## src/rtl/core/psq_pkg.sv

```systemverilog
// Package for the priority serve queue: request and status codes, shared types.
package psq_pkg;

  localparam logic [1:0] REQ_INSERT = 2'd0;
  localparam logic [1:0] REQ_REMOVE = 2'd1;
  localparam logic [1:0] REQ_SERVE  = 2'd2;
  localparam logic [1:0] REQ_FIND   = 2'd3;

  localparam logic [2:0] ST_OK       = 3'd0;
  localparam logic [2:0] ST_EMPTY    = 3'd1;
  localparam logic [2:0] ST_FULL     = 3'd2;
  localparam logic [2:0] ST_ORDER    = 3'd3;
  localparam logic [2:0] ST_NOTFOUND = 3'd4;

  localparam logic [3:0] RUN_LIMIT_RESET = 4'd3;

  // One classified request as it travels from the front to the back.
  typedef struct packed {
    logic [1:0]  req_type;
    logic [15:0] customer_id;
    logic [10:0] arrival_minutes;
    logic        is_priority;
    logic        customer_class;
  } psq_req_t;

  // One result item.
  typedef struct packed {
    logic [2:0]  status;
    logic [15:0] served_id;
    logic [10:0] served_minutes;
    logic        served_priority;
    logic        served_class;
    logic [4:0]  found_position;
    logic [4:0]  occupancy;
  } psq_res_t;

endpackage

```

## src/rtl/core/priority_serve_queue.sv

```systemverilog
// Top level of the priority serve queue: limit register, front and back parts.
//
// Channel   Direction  Handshake            Payload
// in_       input      in_valid / in_stall   req_type, id, minutes, flags
// out_      output     out_valid / out_stall status, served entry, position, fill
// cfg_      input      cfg_we                priority_run_limit
//
// A transfer can be accepted every cycle while the result side is not stalled; a
// request passes through the front queue register and then the result register.
// The rate is set by the compacting shift register in the back.
// Reset is synchronous and active low; it empties the queue and sets the limit to 3.
// A stall on the result side holds the result register; the front queue of two
// entries keeps accepting until it is full.
module priority_serve_queue
  import psq_pkg::*;
#(
  parameter int QUEUE_DEPTH = 16
) (
  input  logic        clk,
  input  logic        rst_n,
  input  logic        in_valid,
  output logic        in_stall,
  input  logic [1:0]  in_req_type,
  input  logic [15:0] in_customer_id,
  input  logic [10:0] in_arrival_minutes,
  input  logic        in_is_priority,
  input  logic        in_customer_class,
  output logic        out_valid,
  input  logic        out_stall,
  output logic [2:0]  out_status,
  output logic [15:0] out_served_id,
  output logic [10:0] out_served_minutes,
  output logic        out_served_priority,
  output logic        out_served_class,
  output logic [4:0]  out_found_position,
  output logic [4:0]  out_occupancy,
  input  logic        cfg_we,
  input  logic [3:0]  cfg_wdata
);

  logic [3:0] run_limit_r;
  psq_req_t   in_req, q_req;
  psq_res_t   res;
  logic       q_valid, q_take;

  // The user must write the limit register only while the block is idle; the block does not enforce this.
  always_ff @(posedge clk) begin
    if (!rst_n) run_limit_r <= RUN_LIMIT_RESET;
    else if (cfg_we) run_limit_r <= cfg_wdata;
  end

  assign in_req = '{req_type: in_req_type, customer_id: in_customer_id,
                    arrival_minutes: in_arrival_minutes,
                    is_priority: in_is_priority, customer_class: in_customer_class};

  psq_front u_front (
    .clk(clk), .rst_n(rst_n), .in_valid(in_valid), .in_stall(in_stall),
    .in_req(in_req), .q_valid(q_valid), .q_take(q_take), .q_req(q_req)
  );

  psq_back #(.DEPTH(QUEUE_DEPTH)) u_back (
    .clk(clk), .rst_n(rst_n), .run_limit(run_limit_r), .q_valid(q_valid),
    .q_take(q_take), .q_req(q_req), .res_valid(out_valid),
    .res_stall(out_stall), .res(res)
  );

  assign out_status          = res.status;
  assign out_served_id       = res.served_id;
  assign out_served_minutes  = res.served_minutes;
  assign out_served_priority = res.served_priority;
  assign out_served_class    = res.served_class;
  assign out_found_position  = res.found_position;
  assign out_occupancy       = res.occupancy;

  // Occupancy never exceeds the queue depth.
  assert property (@(posedge clk) disable iff (!rst_n)
    out_valid |-> (32'(out_occupancy) <= QUEUE_DEPTH))
    else $error("occupancy beyond depth");

  // A successful find reports a position and status ok together.
  assert property (@(posedge clk) disable iff (!rst_n)
    (out_valid && out_found_position != 5'd0) |-> (out_status == ST_OK))
    else $error("position with bad status");

  // A stalled result holds.
  assert property (@(posedge clk) disable iff (!rst_n)
    (out_valid && out_stall) |=> (out_valid && $stable(out_occupancy)))
    else $error("stalled result changed");

endmodule

```

## src/rtl/core/psq_front.sv

```systemverilog
// Front part: accepts requests into a two-entry queue towards the back part.
module psq_front
  import psq_pkg::*;
(
  input  logic     clk,
  input  logic     rst_n,
  input  logic     in_valid,
  output logic     in_stall,
  input  psq_req_t in_req,
  output logic     q_valid,
  input  logic     q_take,
  output psq_req_t q_req
);

  psq_req_t   buf_r [2];
  logic       rd_ptr_r, wr_ptr_r;
  logic [1:0] cnt_r;
  logic       push, pop;

  assign in_stall = (cnt_r == 2'd2);
  assign push     = in_valid && !in_stall;
  assign pop      = q_valid && q_take;
  assign q_valid  = (cnt_r != 2'd0);
  assign q_req    = buf_r[rd_ptr_r];

  always_ff @(posedge clk) begin
    if (!rst_n) begin
      rd_ptr_r <= 1'b0;
      wr_ptr_r <= 1'b0;
      cnt_r    <= 2'd0;
    end else begin
      if (push) wr_ptr_r <= ~wr_ptr_r;
      if (pop) rd_ptr_r <= ~rd_ptr_r;
      cnt_r <= cnt_r + {1'b0, push} - {1'b0, pop};
    end
  end

  always_ff @(posedge clk) begin
    if (push) buf_r[wr_ptr_r] <= in_req;
  end

endmodule

```

## src/rtl/core/psq_back.sv

```systemverilog
// Back part: compacting shift-register queue that executes one request a cycle while the result is not stalled.
module psq_back
  import psq_pkg::*;
#(
  parameter int DEPTH = 16
) (
  input  logic       clk,
  input  logic       rst_n,
  input  logic [3:0] run_limit,
  input  logic       q_valid,
  output logic       q_take,
  input  psq_req_t   q_req,
  output logic       res_valid,
  input  logic       res_stall,
  output psq_res_t   res
);

  localparam int IW = (DEPTH > 1) ? $clog2(DEPTH) : 1;
  localparam int CW = $clog2(DEPTH + 1);

  logic [15:0] id_r   [DEPTH];
  logic [10:0] min_r  [DEPTH];
  logic        prio_r [DEPTH];
  logic        cls_r  [DEPTH];
  logic [CW-1:0] fill_r;
  logic [3:0]    run_r;
  logic [10:0]   last_r;
  logic          res_valid_r;
  psq_res_t      res_r;

  logic [DEPTH-1:0] live, hit_p, hit_n, hit_id;
  logic [IW-1:0] idx_p, idx_n, idx_id, take_idx;
  logic any_p, any_n, any_id;
  logic go, do_take, do_ins;
  logic [3:0] run_nxt;
  psq_res_t res_nxt;
  logic [CW-1:0] fill_nxt;

  assign q_take    = !res_valid_r || !res_stall;
  assign go        = q_valid && q_take;
  assign res_valid = res_valid_r;
  assign res       = res_r;

  always_comb begin
    idx_p = '0; idx_n = '0; idx_id = '0;
    for (int k = DEPTH - 1; k >= 0; k--) begin
      live[k]   = (CW'(k) < fill_r);
      hit_p[k]  = live[k] && prio_r[k];
      hit_n[k]  = live[k] && !prio_r[k];
      hit_id[k] = live[k] && (id_r[k] == q_req.customer_id);
      if (hit_p[k]) idx_p = IW'(k);
      if (hit_n[k]) idx_n = IW'(k);
      if (hit_id[k]) idx_id = IW'(k);
    end
    any_p  = |hit_p;
    any_n  = |hit_n;
    any_id = |hit_id;
  end

  always_comb begin
    res_nxt  = '0;
    do_take  = 1'b0;
    do_ins   = 1'b0;
    take_idx = '0;
    run_nxt  = run_r;
    fill_nxt = fill_r;
    res_nxt.status = ST_OK;
    unique case (q_req.req_type)
      REQ_INSERT: begin
        if (q_req.arrival_minutes < last_r) res_nxt.status = ST_ORDER;
        else if (fill_r >= CW'(DEPTH)) res_nxt.status = ST_FULL;
        else do_ins = 1'b1;
      end
      REQ_REMOVE: begin
        if (fill_r == '0) res_nxt.status = ST_EMPTY;
        else do_take = 1'b1;
      end
      REQ_SERVE: begin
        if (fill_r == '0) begin
          res_nxt.status = ST_EMPTY;
        end else if (run_r >= run_limit) begin
          do_take = 1'b1;
          take_idx = any_n ? idx_n : '0;
          run_nxt = '0;
        end else if (any_p) begin
          do_take = 1'b1;
          take_idx = idx_p;
          run_nxt = run_r + 4'd1;
        end else begin
          do_take = 1'b1;
          run_nxt = '0;
        end
      end
      REQ_FIND: begin
        if (any_id) begin
          res_nxt.served_minutes = min_r[idx_id];
          res_nxt.found_position = 5'(idx_id) + 5'd1;
        end else begin
          res_nxt.status = ST_NOTFOUND;
        end
      end
      default: res_nxt.status = ST_OK;
    endcase
    if (do_take) begin
      res_nxt.served_id       = id_r[take_idx];
      res_nxt.served_minutes  = min_r[take_idx];
      res_nxt.served_priority = prio_r[take_idx];
      res_nxt.served_class    = cls_r[take_idx];
      fill_nxt = fill_r - CW'(1);
    end
    if (do_ins) fill_nxt = fill_r + CW'(1);
    res_nxt.occupancy = 5'(fill_nxt);
  end

  always_ff @(posedge clk) begin
    if (!rst_n) begin
      fill_r      <= '0;
      run_r       <= '0;
      last_r      <= '0;
      res_valid_r <= 1'b0;
    end else begin
      if (go) begin
        fill_r <= fill_nxt;
        run_r  <= run_nxt;
        if (do_ins) last_r <= q_req.arrival_minutes;
        res_valid_r <= 1'b1;
      end else if (!res_stall) begin
        res_valid_r <= 1'b0;
      end
    end
  end

  always_ff @(posedge clk) begin
    if (go) res_r <= res_nxt;
    for (int k = 0; k < DEPTH; k++) begin
      if (go && do_take && IW'(k) >= take_idx && k + 1 < DEPTH) begin
        id_r[k]   <= id_r[k+1];
        min_r[k]  <= min_r[k+1];
        prio_r[k] <= prio_r[k+1];
        cls_r[k]  <= cls_r[k+1];
      end else if (go && do_ins && CW'(k) == fill_r) begin
        id_r[k]   <= q_req.customer_id;
        min_r[k]  <= q_req.arrival_minutes;
        prio_r[k] <= q_req.is_priority;
        cls_r[k]  <= q_req.customer_class;
      end
    end
  end

endmodule
```

## config.mk

```make
export PLATFORM = sky130hd
export DESIGN_NAME = priority_serve_queue
export DESIGN_NICKNAME = d
export VERILOG_FILES = /design/src/rtl/core/psq_pkg.sv /design/src/rtl/core/priority_serve_queue.sv /design/src/rtl/core/psq_front.sv /design/src/rtl/core/psq_back.sv
export SDC_FILE = /design/constraint.sdc
export NUM_CORES = 2
export LEC_CHECK = 0
export BUFFER_PORTS_ARGS = -buffer_cell sky130_fd_sc_hd__clkbuf_2
export CAP_MARGIN = 5
export CELL_PAD_IN_SITES_DETAIL_PLACEMENT = 2
export CELL_PAD_IN_SITES_GLOBAL_PLACEMENT = 2
export CORE_MARGIN = 4
export CORE_UTILIZATION = 45
export CTS_CLUSTER_DIAMETER = 200
export CTS_CLUSTER_SIZE = 16
export DETAILED_ROUTE_END_ITERATION = 10
export PLACE_DENSITY = 0.86
export SLEW_MARGIN = 5
export SYNTH_ARGS = -nofsm -noshare
export SYNTH_HDL_FRONTEND = slang
export SYNTH_SLANG_ARGS = --single-unit
export TNS_END_PERCENT = 30
```

## constraint.sdc

```tcl
create_clock -name clk -period 18.8 [get_ports clk]
set_input_delay 2.82 -clock clk [delete_from_list [all_inputs] [get_ports clk]]
set_output_delay 2.82 -clock clk [all_outputs]
set_load 0.03 [all_outputs]
```

==> results.md <==
- Routability cong.: 0.954
- Port bufs: 83
- Total die area: 81900 um^2
- Initial DRT Pass Iterations: 5
- Post-synthesis compound-gate area fraction: 12.0%
- Leakage: 12.5 nW
- Vias in the first global route: a little under 30000
- Post-DP HPWL: 97.5 mm
- Final min period: 6.74 ns
- Worst hold-check path type: reg -> reg
- Synth Instances: 3111
- Iteration-0 DRC Markers: ~3500
- Area Growth Syn to Fin: 7.34%
- Sequential area share after synthesis: 50.7%
- Final WS setup: 12.06 ns
- Number of synthesis warnings: 0
- Clk_lat worst skew: 0.62 ns
- CTS buffer count: 43
- Rel. slew slack: about 17%
- CP peak stage delay: 0.83 ns
- Synthesized cell area: between 30000 and 40000 um^2
- Fraction of registers with async set/reset: 0%
- Post-Place Setup Slack: 11.72 ns
- Detailed-route via count: 28128
- Maximum root-to-sink buffer count: 3
- Share of layout cells above drive strength 1: 14.0%
- Placed Cells: 4068
- Critical setup path kind: reg -> reg
- Top cells by count, synth: 568 x edfxtp_1, 391 x nand2_1, 293 x o21ai_0, 264 x xnor2_1, 205 x nor2_1
- Hold depth: 2
- Critical Path AT: around 7 ns
- Post-route cell area: 37400 um^2
- First-pass GRT wire length: 202 mm
- Root Buffer: clkbuf_16
- Worst r2r path cells: 15
- Main area contributors after synthesis: edfxtp_1 49%, mux4_2 7.5%, xnor2_1 6.6%, nand2_1 4.2%, o21ai_0 4.2%
- Post-cts resize count: 0
- Placed Area: 36200 um^2
- RSZ-0062 raised after global routing: no
- Syn avg cell area: 11.2 um^2
- Status: finished, final reports clean
- Netlist cell types: 87
- Slew @ Worst Pin: 1.24 ns
- Fill count: 7633
- # hold bufs at CTS: 0
- Period utilization: 35.9%
- Cell taking the most area after synthesis: edfxtp_1
- Critical-path maximum fanout: between 50 and 60
- Top-count cell post-synth: edfxtp_1
- Post-layout net count: approximately 3200
- Max frequency: 148 MHz
- CP Cell Sequence: buf_4, mux2i_4, buf_4, xnor2_1, nor4_1, nand3_1, and4b_1, nor4_1, a21boi_4, buf_4, mux2i_1, mux2i_1, mux2i_1, mux2_2, o21ai_0
- Post-CTS setup buffers: 0
- Final cell count without fillers: 4132
- Total negative setup slack: 0 ns
- Core Box Area: 76300 um^2
- Largest family of logic cells by synthesized area: multiplexers
- H-tree depth: 2
- Clock slew at reported path FFs: 0.08 ns
- Xor/xnor share of the synthesized area: 6.67%
- Pwr Total: 6.11 mW
- Total Routing Usage GR: 33.1%
- Yosys top cell area share: 49.0%
- Clock sink total: 598
- Die X: approximately 290 um
- Number of vias per cell: a little under 7
- CTS tree: built
- PD cells: between 150 and 200 nW/um^2
- Critical Path RT: 19.09 ns
- Number of synthesized flops with an enable pin: 568
- Peak VDD IR: 94.3 uV
- Simple-gate share of the synthesized area: 12.1%
- Core Util, Final: between 40% and 50%
- Final Max Slew Viols: 0
- Rows: approximately 100
- Remaining global-route overflow: 0
- Die Span Y: 286 um
- CP endpoint kind: flip-flop
- Final hold slack: 0.495 ns
- CP Launch Type: flip-flop
- Final hold vios: 0
- # DRC: 0
- Num ports: 84
- Seq cells post-synth: ~600
- Syn_nets: 3178
- Top FF cell, synth: edfxtp_1
- Initial Util: 45.6%
- Synth Area in Adders: 0.970%
- Final Skew: between 0.03 and 0.04 ns
- Mux share of post-synthesis cell area: 13.5%
- Wirelength per Cell: 33.7 um
- Antenna Nets Post-Route: 0
- Max_cap viols: 0
- Initial antenna violation count: 5
- Post-Route WL: 139 mm
- Pin count of the biggest net entering global routing: around 60
- Final setup vio count: 0
- Slowest CP cell: nor4_1
==> metal layers <==
layer	wire length, um	GRT usage, %
met5	27	0
met4	4700	10.4
met3	14000	6.71
met2	64800	53.7
met1	55700	45.0
==> cell usage in the layout (no fill, tap or decap), types with 11 or more instances in the layout <==
master     count
clkbuf_1      17
o21ai_1       25
nor2_1       201
xnor2_1      264
o211a_1       12
o21ai_0      290
nand3_1       31
edfxtp_1     568
and3_1        14
dfxtp_1       29
buf_4         81
a21oi_1      188
nand2_1      390
nor4_1        93
mux2i_4       16
mux2i_1      128
and2_1        25
or4_1         11
clkbuf_16     45
mux2_2        39
clkbuf_2      83
nor2b_1       14
a211oi_1      19
mux4_2       116
ha_1          27
a22oi_1       54
inv_1         60
nand4_1       16
nor3_1        47
==> cells by family after synthesis <==
kind of cell / Yosys count
AND/OR/NAND/NOR: 912
AO/OA/AOI/OAI: 712
flip-flops: 598
multiplexers: 299
buffers and inverters: 298
XOR/XNOR: 265
adder cells (fa/ha/maj): 27
==> registers in the layout, indices dropped and copies added, names as in the netlist, 5 cells and up, named ones only <==
register	count
u_back.id_r	256
u_back.last_r	11
u_back.res	42
u_back.fill_r	5
u_back.prio_r	16
u_back.cls_r	16
u_back.min_r	176
u_front.buf_r	62
==> report_power, final <==
part           leakage (nW)  internal [mW]  switching, mW
clock                 0.581          0.438          0.495
sequential             5.45           1.99          0.314
combinational          6.48          0.914           1.96
==> area by class of cell <==
type / count / area [um^2] / area share [%]
Inverter: 61 / 229 / 0.613
Tap cell: 1030 / 1290 / 3.45
Timing Repair Buffer: 164 / 1020 / 2.74
Clock inverter: 1 / 11.3 / 0.0301
Clock buffer: 62 / 1190 / 3.18
Sequential cell: 598 / 17700 / 47.3
Antenna cell: 1 / 2.50 / 0.00670
Multi-Input combinational cell: 2215 / 16000 / 42.7
==> worst paths after layout <==
path | startpoint | end | slack (ns)
max | flip-flop | u_back.res[21] | 12.06
min | run_limit_r[0] | run_limit_r[0] | 0.50
max reg2reg | flip-flop | u_back.res[21] | 12.06
min reg2reg | run_limit_r[0] | run_limit_r[0] | 0.50
==> critical path, delay by kind of cell (launching register included) <==
family	cells	cell delay, ns
buffers and inverters	3	1.88
and+or+nand+nor	4	1.37
AOI/OAI and AO/OA	2	1.27
muxes	5	1.16
DFF	1	0.33
xor gates and xnor gates	1	0.27
Note: power is estimated with default switching activity, not from simulation.
